`config.mk`:
```
export PLATFORM = sky130hd
export DESIGN_NAME = srecord_stream_parser_unit_flat
export DESIGN_NICKNAME = d
export VERILOG_FILES = /design/src/rtl/srsp_pkg.sv /design/src/rtl/srsp_in_if.sv /design/src/rtl/srsp_out_if.sv /design/src/rtl/srecord_stream_parser_unit.sv /design/src/flat_wrapper.sv
export SDC_FILE = /design/constraint.sdc
export NUM_CORES = 1
export LEC_CHECK = 0
export BUFFER_PORTS_ARGS = -buffer_cell sky130_fd_sc_hd__buf_2
export CORE_UTILIZATION = 30
export CTS_CLUSTER_SIZE = 30
export DETAILED_ROUTE_END_ITERATION = 16
export PLACE_DENSITY = 0.48
export SETUP_SLACK_MARGIN = 0.1
export SYNTH_ARGS = -nofsm -noshare
export SYNTH_HDL_FRONTEND = slang
export SYNTH_SLANG_ARGS = --single-unit
```
`constraint.sdc`:
```
create_clock -name clk -period 6.45 [get_ports clk]
set_input_delay 1.29 -clock clk [delete_from_list [all_inputs] [get_ports clk]]
set_output_delay 1.29 -clock clk [all_outputs]
set_load 0.01 [all_outputs]
```
`src/rtl/srsp_pkg.sv`:
```
// shared types, character codes and the hex digit decoder for the s-record parser
// no dependencies; used by the channel interfaces and the top level
package srsp_pkg;

  // field widths of the stream words
  localparam int CHAR_W   = 8;
  localparam int STATUS_W = 3;
  localparam int KIND_W   = 2;
  localparam int FIELD_AW = 32;

  // parse phase within one record
  typedef enum logic [2:0] {
    PH_WAIT = 3'd0,
    PH_TYPE = 3'd1,
    PH_LEN  = 3'd2,
    PH_ADDR = 3'd3,
    PH_DATA = 3'd4,
    PH_CSUM = 3'd5,
    PH_CR   = 3'd6,
    PH_LF   = 3'd7
  } phase_t;

  // record type as reported on the result word
  typedef enum logic [KIND_W-1:0] {
    K_S0   = 2'd0,
    K_S3   = 2'd1,
    K_S7   = 2'd2,
    K_NONE = 2'd3
  } kind_t;

  // record status codes
  typedef enum logic [STATUS_W-1:0] {
    ST_OK      = 3'd0,
    ST_CSUM    = 3'd1,
    ST_FORMAT  = 3'd2,
    ST_UNKNOWN = 3'd3,
    ST_END     = 3'd4
  } status_t;

  // result word kinds
  localparam logic ITEM_DATA   = 1'b0;
  localparam logic ITEM_STATUS = 1'b1;

  // character codes
  localparam logic [CHAR_W-1:0] CHAR_CR    = 8'h0D;
  localparam logic [CHAR_W-1:0] CHAR_LF    = 8'h0A;
  localparam logic [CHAR_W-1:0] CHAR_S     = 8'h53;
  localparam logic [CHAR_W-1:0] CHAR_ZERO  = 8'h30;
  localparam logic [CHAR_W-1:0] CHAR_THREE = 8'h33;
  localparam logic [CHAR_W-1:0] CHAR_SEVEN = 8'h37;
  localparam logic [CHAR_W-1:0] CHAR_NINE  = 8'h39;
  localparam logic [CHAR_W-1:0] CHAR_E     = 8'h45;
  localparam logic [CHAR_W-1:0] CHAR_UC_A  = 8'h41;
  localparam logic [CHAR_W-1:0] CHAR_UC_F  = 8'h46;
  localparam logic [CHAR_W-1:0] CHAR_LC_A  = 8'h61;
  localparam logic [CHAR_W-1:0] CHAR_LC_F  = 8'h66;

  // record layout: address and checksum bytes counted by an s3 length byte, s0 header sizes
  localparam logic [7:0] REC_OVERHEAD   = 8'd5;
  localparam logic [7:0] S0_DATA_BYTES  = 8'd11;
  localparam logic [3:0] S0_ADDR_DIGITS = 4'd4;
  localparam logic [3:0] ADDR_DIGITS    = 4'd8;

  // hex digit value, anything that is not a hex digit counts as zero
  function automatic logic [3:0] hex_val(input logic [CHAR_W-1:0] c);
    logic [3:0] v;
    v = 4'd0;
    if (c >= CHAR_ZERO && c <= CHAR_NINE) begin
      v = c[3:0];
    end else if ((c >= CHAR_UC_A && c <= CHAR_UC_F) || (c >= CHAR_LC_A && c <= CHAR_LC_F)) begin
      v = c[3:0] + 4'd9;
    end
    return v;
  endfunction

endpackage

```
`src/rtl/srsp_in_if.sv`:
```
// character channel of the s-record parser: valid, ready and one character word
// depends on srsp_pkg
interface srsp_in_if;
  import srsp_pkg::*;

  logic              valid;
  logic              ready;
  logic [CHAR_W-1:0] in_char;
  logic              end_of_input;

  modport source (output valid, output in_char, output end_of_input, input ready);
  modport sink (input valid, input in_char, input end_of_input, output ready);
endinterface

```
`src/rtl/srsp_out_if.sv`:
```
// result channel of the s-record parser: valid, ready and one result word
// depends on srsp_pkg
interface srsp_out_if;
  import srsp_pkg::*;

  logic                valid;
  logic                ready;
  logic                item_kind;
  logic [STATUS_W-1:0] status;
  logic [KIND_W-1:0]   record_type;
  logic [FIELD_AW-1:0] load_address;
  logic [7:0]          data_byte;
  logic [FIELD_AW-1:0] entry_point;

  modport source (output valid, output item_kind, output status, output record_type,
                  output load_address, output data_byte, output entry_point, input ready);
  modport sink (input valid, input item_kind, input status, input record_type,
                input load_address, input data_byte, input entry_point, output ready);
endinterface

```
`src/rtl/srecord_stream_parser_unit.sv`:
```
// s-record stream parser (S0, S3, S7): one character word in, at most one result word out
// registered: an accepted character word sits in the input register, and its result word then in the
// result register
// throughput: one character per cycle; the result register only holds up input when full
// reset (rst, synchronous): parser waits for 'S', skip flag clear, both registers empty
// depends on srsp_pkg, srsp_in_if and srsp_out_if
module srecord_stream_parser_unit #(
  parameter int ADDRESS_WIDTH = 32
) (
  input  logic        clk,
  input  logic        rst,
  srsp_in_if.sink     chars,
  srsp_out_if.source  results
);
  import srsp_pkg::*;

  // input register
  logic              in_valid;
  logic [CHAR_W-1:0] in_char;
  logic              in_eoi;

  // parser state
  phase_t                   phase, phase_next;
  kind_t                    kind_seen, kind_seen_next;
  logic [3:0]               digit_count, digit_count_next;
  logic [3:0]               high_nibble, high_nibble_next;
  logic [7:0]               length_byte, length_byte_next;
  logic [ADDRESS_WIDTH-1:0] address_accum, address_accum_next;
  logic [7:0]               running_sum, running_sum_next;
  logic [7:0]               byte_index, byte_index_next;
  logic                     error_skip, error_skip_next;

  // result register
  logic                out_valid;
  logic                out_kind;
  status_t             out_status;
  kind_t               out_type;
  logic [FIELD_AW-1:0] out_load;
  logic [7:0]          out_data;
  logic [FIELD_AW-1:0] out_entry;

  // result of the word in the input register
  logic                res_valid;
  logic                res_kind;
  status_t             res_status;
  kind_t               res_type;
  logic [FIELD_AW-1:0] res_load;
  logic [7:0]          res_data;
  logic [FIELD_AW-1:0] res_entry;

  // shared decode
  logic [3:0]               h;
  logic [7:0]               b;
  logic                     odd;
  logic [3:0]               dc_inc;
  logic [7:0]               bi_inc;
  logic [7:0]               data_count;
  logic [3:0]               addr_limit;
  logic                     s0_bad;
  logic                     type_ok;
  logic                     at_boundary;
  logic [ADDRESS_WIDTH-1:0] addr_sum;
  logic                     out_free;
  logic                     process;

  // handshake: a word is processed when the result register can take its result
  assign out_free     = !out_valid || results.ready;
  assign process      = in_valid && out_free;
  assign chars.ready  = !in_valid || process;

  // field decode of the current character
  assign h          = hex_val(in_char);
  assign odd        = digit_count[0];
  assign b          = {high_nibble, h};
  assign dc_inc     = digit_count + 4'd1;
  assign bi_inc     = byte_index + 8'd1;
  assign addr_limit = (kind_seen == K_S0) ? S0_ADDR_DIGITS : ADDR_DIGITS;
  assign addr_sum   = address_accum + ADDRESS_WIDTH'(byte_index);
  assign type_ok    = (in_char == CHAR_ZERO) || (in_char == CHAR_THREE) ||
                      (in_char == CHAR_SEVEN);
  assign at_boundary = error_skip || (phase == PH_WAIT) || (phase == PH_TYPE);

  always_comb begin
    case (kind_seen)
      K_S0:    data_count = S0_DATA_BYTES;
      K_S3:    data_count = length_byte - REC_OVERHEAD;
      default: data_count = 8'd0;
    endcase
  end

  // fixed header characters of an s0 record
  always_comb begin
    s0_bad = 1'b0;
    if (kind_seen == K_S0) begin
      if (phase == PH_LEN && in_char != (odd ? CHAR_E : CHAR_ZERO)) begin
        s0_bad = 1'b1;
      end
      if (phase == PH_ADDR && in_char != CHAR_ZERO) begin
        s0_bad = 1'b1;
      end
    end
  end

  // next state
  always_comb begin
    phase_next         = phase;
    kind_seen_next     = kind_seen;
    digit_count_next   = digit_count;
    high_nibble_next   = high_nibble;
    length_byte_next   = length_byte;
    address_accum_next = address_accum;
    running_sum_next   = running_sum;
    byte_index_next    = byte_index;
    error_skip_next    = error_skip;
    if (in_eoi) begin
      error_skip_next = 1'b0;
      phase_next      = PH_WAIT;
      kind_seen_next  = K_NONE;
    end else if (error_skip) begin
      if (in_char == CHAR_S) begin
        error_skip_next = 1'b0;
        phase_next      = PH_TYPE;
      end
    end else begin
      unique case (phase)
        PH_WAIT: begin
          if (in_char != CHAR_S) begin
            error_skip_next = 1'b1;
            kind_seen_next  = K_NONE;
          end else begin
            phase_next = PH_TYPE;
          end
        end
        PH_TYPE: begin
          if (!type_ok) begin
            error_skip_next = 1'b1;
            phase_next      = PH_WAIT;
            kind_seen_next  = K_NONE;
          end else begin
            if (in_char == CHAR_ZERO) begin
              kind_seen_next = K_S0;
            end else if (in_char == CHAR_THREE) begin
              kind_seen_next = K_S3;
            end else begin
              kind_seen_next = K_S7;
            end
            digit_count_next   = 4'd0;
            high_nibble_next   = 4'd0;
            length_byte_next   = 8'd0;
            address_accum_next = '0;
            running_sum_next   = 8'd0;
            byte_index_next    = 8'd0;
            phase_next         = PH_LEN;
          end
        end
        PH_CR: begin
          if (in_char != CHAR_CR) begin
            error_skip_next = 1'b1;
            phase_next      = PH_WAIT;
            kind_seen_next  = K_NONE;
          end else begin
            phase_next = PH_LF;
          end
        end
        PH_LF: begin
          if (in_char != CHAR_LF) begin
            error_skip_next = 1'b1;
          end
          phase_next     = PH_WAIT;
          kind_seen_next = K_NONE;
        end
        PH_LEN, PH_ADDR, PH_DATA, PH_CSUM: begin
          if (s0_bad) begin
            error_skip_next = 1'b1;
            phase_next      = PH_WAIT;
            kind_seen_next  = K_NONE;
          end else begin
            if (phase == PH_ADDR) begin
              address_accum_next = {address_accum[ADDRESS_WIDTH-5:0], h};
            end
            if (!odd) begin
              high_nibble_next = h;
            end
            digit_count_next = dc_inc;
            // byte complete on the second digit
            if (odd) begin
              case (phase)
                PH_LEN: begin
                  length_byte_next = b;
                  running_sum_next = running_sum + b;
                  if (kind_seen == K_S3 && b < REC_OVERHEAD) begin
                    error_skip_next = 1'b1;
                    phase_next      = PH_WAIT;
                    kind_seen_next  = K_NONE;
                  end else begin
                    phase_next       = PH_ADDR;
                    digit_count_next = 4'd0;
                  end
                end
                PH_ADDR: begin
                  running_sum_next = running_sum + b;
                  if (dc_inc >= addr_limit) begin
                    digit_count_next = 4'd0;
                    byte_index_next  = 8'd0;
                    phase_next       = (data_count == 8'd0) ? PH_CSUM : PH_DATA;
                  end
                end
                PH_DATA: begin
                  running_sum_next = running_sum + b;
                  byte_index_next  = bi_inc;
                  if (bi_inc >= data_count) begin
                    digit_count_next = 4'd0;
                    phase_next       = PH_CSUM;
                  end
                end
                default: begin
                  // checksum byte leaves zero when it matches
                  running_sum_next = (~running_sum) ^ b;
                  phase_next       = PH_CR;
                end
              endcase
            end
          end
        end
      endcase
    end
  end

  // result word
  always_comb begin
    res_valid  = 1'b0;
    res_kind   = ITEM_STATUS;
    res_status = ST_OK;
    res_type   = K_NONE;
    res_load   = '0;
    res_data   = 8'd0;
    res_entry  = '0;
    if (in_eoi) begin
      res_valid  = 1'b1;
      res_status = at_boundary ? ST_END : ST_FORMAT;
      res_type   = at_boundary ? K_NONE : kind_seen;
    end else if (!error_skip) begin
      unique case (phase)
        PH_WAIT: begin
          if (in_char != CHAR_S) begin
            res_valid  = 1'b1;
            res_status = ST_FORMAT;
          end
        end
        PH_TYPE: begin
          if (!type_ok) begin
            res_valid  = 1'b1;
            res_status = ST_UNKNOWN;
          end
        end
        PH_CR: begin
          if (in_char != CHAR_CR) begin
            res_valid  = 1'b1;
            res_status = ST_FORMAT;
            res_type   = kind_seen;
          end
        end
        PH_LF: begin
          res_valid = 1'b1;
          res_type  = kind_seen;
          if (in_char != CHAR_LF) begin
            res_status = ST_FORMAT;
          end else begin
            res_status = (running_sum == 8'd0) ? ST_OK : ST_CSUM;
            if (kind_seen == K_S7) begin
              res_entry = FIELD_AW'(address_accum);
            end
          end
        end
        PH_LEN, PH_ADDR, PH_DATA, PH_CSUM: begin
          if (s0_bad) begin
            res_valid  = 1'b1;
            res_status = ST_FORMAT;
            res_type   = K_S0;
          end else if (odd) begin
            if (phase == PH_LEN && kind_seen == K_S3 && b < REC_OVERHEAD) begin
              res_valid  = 1'b1;
              res_status = ST_FORMAT;
              res_type   = K_S3;
            end else if (phase == PH_DATA && kind_seen == K_S3) begin
              res_valid = 1'b1;
              res_kind  = ITEM_DATA;
              res_type  = K_S3;
              res_load  = FIELD_AW'(addr_sum);
              res_data  = b;
            end
          end
        end
      endcase
    end
  end

  // input register
  always_ff @(posedge clk) begin
    if (rst) begin
      in_valid <= 1'b0;
    end else if (chars.ready) begin
      in_valid <= chars.valid;
    end
    if (chars.ready && chars.valid) begin
      in_char <= chars.in_char;
      in_eoi  <= chars.end_of_input;
    end
  end

  // parser state
  always_ff @(posedge clk) begin
    if (rst) begin
      phase         <= PH_WAIT;
      kind_seen     <= K_NONE;
      digit_count   <= 4'd0;
      high_nibble   <= 4'd0;
      length_byte   <= 8'd0;
      address_accum <= '0;
      running_sum   <= 8'd0;
      byte_index    <= 8'd0;
      error_skip    <= 1'b0;
    end else if (process) begin
      phase         <= phase_next;
      kind_seen     <= kind_seen_next;
      digit_count   <= digit_count_next;
      high_nibble   <= high_nibble_next;
      length_byte   <= length_byte_next;
      address_accum <= address_accum_next;
      running_sum   <= running_sum_next;
      byte_index    <= byte_index_next;
      error_skip    <= error_skip_next;
    end
  end

  // result register
  always_ff @(posedge clk) begin
    if (rst) begin
      out_valid <= 1'b0;
    end else if (process && res_valid) begin
      out_valid <= 1'b1;
    end else if (results.ready) begin
      out_valid <= 1'b0;
    end
    if (process && res_valid) begin
      out_kind   <= res_kind;
      out_status <= res_status;
      out_type   <= res_type;
      out_load   <= res_load;
      out_data   <= res_data;
      out_entry  <= res_entry;
    end
  end

  assign results.valid        = out_valid;
  assign results.item_kind    = out_kind;
  assign results.status       = out_status;
  assign results.record_type  = out_type;
  assign results.load_address = out_load;
  assign results.data_byte    = out_data;
  assign results.entry_point  = out_entry;

  // data words only come from s3 records
  a_data_is_s3: assert property (@(posedge clk) disable iff (rst)
    (results.valid && results.item_kind == ITEM_DATA) |->
      (results.record_type == K_S3 && results.status == ST_OK))
    else $error("data word outside an s3 record");

  // entry point only on an s7 status
  a_entry_s7: assert property (@(posedge clk) disable iff (rst)
    (results.valid && results.record_type != K_S7) |-> (results.entry_point == '0))
    else $error("entry point set outside s7 status");

  // skipping always leaves the parser at a record boundary
  a_skip_phase: assert property (@(posedge clk) disable iff (rst)
    error_skip |-> (phase == PH_WAIT))
    else $error("skip flag set inside a record");

  // address digit count never runs past eight
  a_addr_digits: assert property (@(posedge clk) disable iff (rst)
    (phase == PH_ADDR) |-> (digit_count <= ADDR_DIGITS))
    else $error("address digit count overrun");

endmodule
```
`src/flat_wrapper.sv`:
```
// flat-port wrapper written by rule: the top's interface ports become plain ports
module srecord_stream_parser_unit_flat import srsp_pkg::*;
#(
  parameter int ADDRESS_WIDTH = 32
)
  (clk, rst, chars_valid, chars_in_char, chars_end_of_input, chars_ready, results_valid, results_item_kind, results_status, results_record_type, results_load_address, results_data_byte, results_entry_point, results_ready);
  srsp_in_if chars_i ();
  srsp_out_if results_i ();
  input  logic clk;
  input  logic rst;
  input wire logic [$bits(chars_i.valid)-1:0] chars_valid;
  input wire logic [$bits(chars_i.in_char)-1:0] chars_in_char;
  input wire logic [$bits(chars_i.end_of_input)-1:0] chars_end_of_input;
  output wire logic [$bits(chars_i.ready)-1:0] chars_ready;
  output wire logic [$bits(results_i.valid)-1:0] results_valid;
  output wire logic [$bits(results_i.item_kind)-1:0] results_item_kind;
  output wire logic [$bits(results_i.status)-1:0] results_status;
  output wire logic [$bits(results_i.record_type)-1:0] results_record_type;
  output wire logic [$bits(results_i.load_address)-1:0] results_load_address;
  output wire logic [$bits(results_i.data_byte)-1:0] results_data_byte;
  output wire logic [$bits(results_i.entry_point)-1:0] results_entry_point;
  input wire logic [$bits(results_i.ready)-1:0] results_ready;
  assign chars_i.valid = chars_valid;
  assign chars_i.in_char = chars_in_char;
  assign chars_i.end_of_input = chars_end_of_input;
  assign chars_ready = chars_i.ready;
  assign results_valid = results_i.valid;
  assign results_item_kind = results_i.item_kind;
  assign results_status = results_i.status;
  assign results_record_type = results_i.record_type;
  assign results_load_address = results_i.load_address;
  assign results_data_byte = results_i.data_byte;
  assign results_entry_point = results_i.entry_point;
  assign results_i.ready = results_ready;
  srecord_stream_parser_unit #(.ADDRESS_WIDTH(ADDRESS_WIDTH)) u_core (.clk(clk), .rst(rst), .chars(chars_i), .results(results_i));
endmodule
```
Word-level counts from Yosys, hierarchy flattened. Index checks and enable logic that the tools add are counted.

Register bits after elaboration: 159. Output and inout port bits: 80.

$add $sub $neg: 6. $lt $le $gt $ge: 9. Eq/ne operators: 37. Muxes and demuxes: 106. Bitwise operators: 9. Reductions and logical operators: 40.

Operator list (number): two-way mux 32 bit (3); two-way mux 8 bit (10); one-hot mux 8 bit (2 select lines) (5); one-hot mux 32 bit (2 select lines) (1); two-way mux 2 bit (25); two-way mux 3 bit (15); two-way mux 4 bit (11); adder 32 x 8 -> 32 bit (1); one-hot mux 3 bit (5 select lines) (2); AND reduction 7 bit (4); two-way mux 1 bit (25); == test 8 x 6 -> 1 bit (second input constant) (3); >= comparator 8 x 7 -> 1 bit (second input constant) (2); <= comparator 8 x 7 -> 1 bit (second input constant) (2); zero test 8 bit (2); inequality test 8 x 4 -> 1 bit (second input constant) (2); one-hot mux 4 bit (2 select lines) (2); == test 3 bit (second input constant) (4); logical AND 1 bit (12); inequality test 4 x 1 -> 1 bit (second input constant) (3); one-hot mux 4 bit (3 select lines) (1); AND reduction 6 bit (2); inequality test 2 x 1 -> 1 bit (second input constant) (5); one-hot mux 1 bit (5 select lines) (2); other kinds (45) (63).

Longest topological paths before layout.
Depth in word-level cells: 15. Mapped depth: 18. Depth with buffers taken out: 17.

Worst setup path before layout. OpenSTA, ideal clock, no wires.

Kind: flip-flop to flip-flop. Start point: reg u_core.in_char[0]. End point: reg u_core.running_sum[7]. Setup time: 92 ps. Arrival: 3542 ps. Slack: 2816 ps. Cell stages (with the launch flop): 17. Buffers on the path: 2. Clock period less this slack: 3634 ps. Cell sequence: edfxtp_1 > buf_2 > inv_1 > ha_1 > or3b_2 > a21oi_1 > a21oi_1 > or2_1 > buf_6 > clkinv_4 > ha_1 > and4_1 > a2111oi_0 > o21ai_0 > xnor2_1 > and4_1 > nor4_1.

Cells in the longest elaborated chain, start to end: 10. Elaborated cells between the ends (all ways): 33. Those cells by class: 2 x add/sub; 6 x order compare; 7 x eq/ne; 9 x mux; 9 x reduce/logical.

Ends and longest elaborated chain: start, declared (line srecord_stream_parser_unit.sv:19) `logic [CHAR_W-1:0] in_char;`; start signal, assigned (line srecord_stream_parser_unit.sv:306) `in_char <= chars.in_char;`; >= comparator 8 x 7 -> 1 bit or <= comparator 8 x 7 -> 1 bit (tied branches) (line srsp_pkg.sv:70) `end else if ((c >= CHAR_UC_A && c <= CHAR_UC_F) || (c >= CHAR_LC_A && c <= CHAR_LC_F)) begin`; logical AND 1 bit (line srsp_pkg.sv:70); logical OR 1 bit (line srsp_pkg.sv:70); two-way mux 4 bit (line srsp_pkg.sv:70); two-way mux 4 bit (*) (line srsp_pkg.sv:68) `if (c >= CHAR_ZERO && c <= CHAR_NINE) begin`; named net u_core.h[2] (line srecord_stream_parser_unit.sv:52) `logic [3:0] h;`; adder 8 bit (*) (line srecord_stream_parser_unit.sv:190, srecord_stream_parser_unit.sv:201, srecord_stream_parser_unit.sv:209); two-way mux 8 bit (*); two-way mux 8 bit (*) (line srecord_stream_parser_unit.sv:186) `if (odd) begin`; two-way mux 8 bit (*) (line srecord_stream_parser_unit.sv:173) `if (s0_bad) begin`; one-hot mux 8 bit (2 select lines) (*) (line srecord_stream_parser_unit.sv:125) `unique case (phase)`; end signal, assigned (line srecord_stream_parser_unit.sv:330) `running_sum <= running_sum_next;`; end, declared (line srecord_stream_parser_unit.sv:29) `logic [7:0] running_sum, running_sum_next;`.

The timed path passes the listed nets; every way through them passes the cells marked *. The select of a mux whose other input is x is not followed. A chain may end at the register's enable or synchronous reset.

Worst setup path after layout. Same ends and word-level chain as after synthesis.

==> results.cfg <==
[timing]
min_period_over_period_pct = 64.9
slew_viol_final = 0
rsz0062_at_grt = false
post-route-min-period_ns = 4.19
fmax_mhz = 239
fin_tns_setup_ns = 0
layout_setup_ws_ns = 2.26
hold_violations = 0
finClkSkew_ns = 0.0143
maxSlewHeadroom_pct = 21.0
worstMarginPinSlew_ns = 1.18
setup_violations = 0
holdWs_ns = 0.477

[cts]
postCtsResizedCells = 0
ctsHtreeMaxLevel = 4
ctsHoldBuffers = 0
cts_buffer_depth = 2
clk_pin_slew_ns = 0.07
cts_tree = built
cts_made_buffers = 17
cts_root_buf = clkbuf_16
cts_setup_buffers = 0
clkSinkCount = 159
clk_latency_ns = 0.44

[outcome]
outcome = completed

[cells_and_area]
multi_input_area_um2 = 4120
nets = 1012
seq_area_um2 = 4050
nFillCells = 2855
areaGrowthSynthToFinish_pct = 16.4
final_layout_size_suffix_gt1_share_pct = 16.4
fin_util_pct = 35.7
antenna_cells = 0

[power_and_ir_drop]
seqPwrFrac_pct = 47.8
p_comb_share_pct = 3.5
p_sw_uw = 525
total_power_uw = 2300
clockPowerShare_pct = 48.7
swShare_pct = 22.8
p_per_area_nw_per_um2 = 231
vdd_drop_max_mv = 0.103
leakage_uw = 0.00354
intPower_uw = 1770

[worst_hold_path]
hold_depth = 2
min_from = u_core.length_byte[1]$_SDFFE_PP0P_
hold_class = flop to flop
holdPathEnd = u_core.length_byte[1]$_SDFFE_PP0P_

[synthesis]
synth_top_cell_area_share_pct = 30.6
synth_cell_type_count = 79
yosysMostFrequentCell = nor2_1
syn_inst = 901
ys_top_cells_by_count = 96 x nor2_1, 87 x edfxtp_1, 87 x nand2_1, 72 x dfxtp_1, 68 x a21oi_1
ys_ff_latch = 159
synth_area_um2 = 8530
synthTopCellsByArea = edfxtp_1 31%, dfxtp_1 17%, ha_1 4.7%
synth_fp_nets = 948
seq_area_frac_synth_pct = 47.5
synth_top_area_cell = edfxtp_1
async_reset_ff_share_pct = 0
synth_edf_count = 87
synthFlopType = edfxtp_1
yosys_warnings = 0
syn_avg_cell_area_um2 = 9.47

[setup_path]
r2r_cells = 15
worstSetupPathType = flop to flop
timing.critical_path.required_ns = 6.80
crit_arrival_ns = 4.54
start_kind = flop
path_max_fanout = 11
regToRegSetupSlack_ns = 2.26
end_kind = flop
r2r-end = u_core.running_sum[7]$_SDFFE_PP0P_
regToRegStartpoint = u_core.in_char[0]$_DFFE_PP_

[drt]
drc = 0
wirelength_um = 22900
drtPass1Iterations = 7
drt_iter0_drc = 525
vias = 6905
wl_per_cell_um = 16.9
viasPerCell = 5.09
ant_nets = 0

[grt]
grt_max_degree = 61
track_usage_pct = 16.4
antenna_found_initial = 0
grt_pass1_vias = 6629
grt_pass1_wl_um = 36700
grt_overflow_total = 0

[floorplan]
start_util_pct = 30.6
core_area_um2 = 27900
die-area_um2 = 29100
die_y_um = 171
pin_count = 93
chipWidth_um = 171
fp-row-count = 61

[place]
pre_cts_ws_ns = 2.23
dp_hpwl_um = 15900
place_congestion = 0.841
portBuffers = 92

[flow_run]
cap_violations = 0
==> power groups by stage <==
stage | Clock [µW] | Sequential, µW | Combinational, µW
2_1_floorplan | 0 | 1120 | 45.7
3_3_place_gp | 0 | 1120 | 80.5
3_5_place_dp | 0 | 1120 | 80.8
4_1_cts | 1140 | 1100 | 80.9
5_1_grt | 1190 | 1100 | 88.6
6_report | 1120 | 1100 | 80.3
==> per-layer routing <==
layer	vias up	share of wire [%]	GRT usage [%]
met3	26	4.4	2.87
met4	0	1.5	5.56
met5	-	0	0
met2	175	45	25.6
li1	3403	-	-
met1	3301	49	22.7
==> placed cells by master (no fill, tap or decap), types with 4 or more instances in the layout <==
cell type,n
clkbuf_16,17
a211oi_1,11
o21ai_0,28
a21o_1,10
inv_1,27
or4_1,6
a22oi_1,4
nand3b_1,4
a2111oi_0,8
o21a_1,6
nor3_1,14
nor4_1,12
xor2_1,15
ha_1,32
nor2_1,96
buf_4,8
nand2_1,87
bufinv_16,4
o211ai_1,7
nand4_1,10
a32oi_1,10
and3_1,10
nor2b_1,11
a21oi_1,68
nand3_1,48
dfxtp_1,72
xnor2_1,25
edfxtp_1,87
and2_1,42
a31oi_1,8
inv_6,4
nand2b_1,8
buf_2,92
or3_1,5
==> flip-flops by register name, indices dropped and copies added, names as in the netlist, 2 cells and up <==
signal,flops
u_core.address_accum,32
u_core.byte_index,8
u_core.digit_count,4
u_core.high_nibble,4
u_core.in_char,8
u_core.kind_seen,2
u_core.length_byte,8
u_core.phase,3
u_core.results.data_byte,8
u_core.results.entry_point,32
u_core.results.load_address,32
u_core.results.record_type,2
u_core.results.status,3
u_core.running_sum,8
==> layout make-up <==
cell class              count  area share, %
inverters                  29           1.15
repair buffers            100           5.24
flip-flops and latches    159           40.8
multi-input cells         658           41.5
clock inverters            15           2.27
well taps                 378           4.76
clock buffers              17           4.28
==> how the worst max path moves through the flow <==
stage,start,to,slack (ns)
finish,u_core.in_char[0]$_DFFE_PP_,u_core.running_sum[7]$_SDFFE_PP0P_,2.26
CTS,u_core.in_char[0]$_DFFE_PP_,u_core.running_sum[7]$_SDFFE_PP0P_,2.23
global placement,u_core.in_char[0]$_DFFE_PP_,u_core.running_sum[7]$_SDFFE_PP0P_,2.45
global route,u_core.in_char[0]$_DFFE_PP_,u_core.running_sum[7]$_SDFFE_PP0P_,1.81
floorplan,u_core.in_char[0]$_DFFE_PP_,u_core.running_sum[7]$_SDFFE_PP0P_,2.82
detailed placement,u_core.in_char[0]$_DFFE_PP_,u_core.running_sum[7]$_SDFFE_PP0P_,2.23
==> worst max-delay path, cell delays in order (launching register included) <==
cell	delay, ns
edfxtp_1	0.53
inv_1	0.14
ha_1	0.24
nand2_1	0.07
o2111ai_1	0.19
and3_2	0.30
a21oi_1	0.40
inv_1	0.09
ha_1	0.31
a21o_1	0.19
and4_1	0.19
a2111oi_0	0.64
o21ai_0	0.24
xnor2_1	0.18
and4_1	0.20
nor4_1	0.20
==> kinds of logic after synthesis <==
group | after synthesis | synth area share (%)
and+or+nand+nor | 379 | 22.7
AOI/OAI and AO/OA | 201 | 15.8
DFF | 159 | 47.5
buffers and inverters | 84 | 4.25
xor gates and xnor gates | 40 | 4.11
adders and majority gates | 34 | 5.16
muxes | 4 | 0.484
==> through the flow <==
step / instances / cell area (µm²)
3_3_place_gp: 1324 / 9280
5_1_grt: 1356 / 9930
4_1_cts: 1356 / 9930
6_report: 1356 / 9930
2_1_floorplan: 901 / 8530
3_5_place_dp: 1324 / 9280
Power figures use the tool's default switching activity.
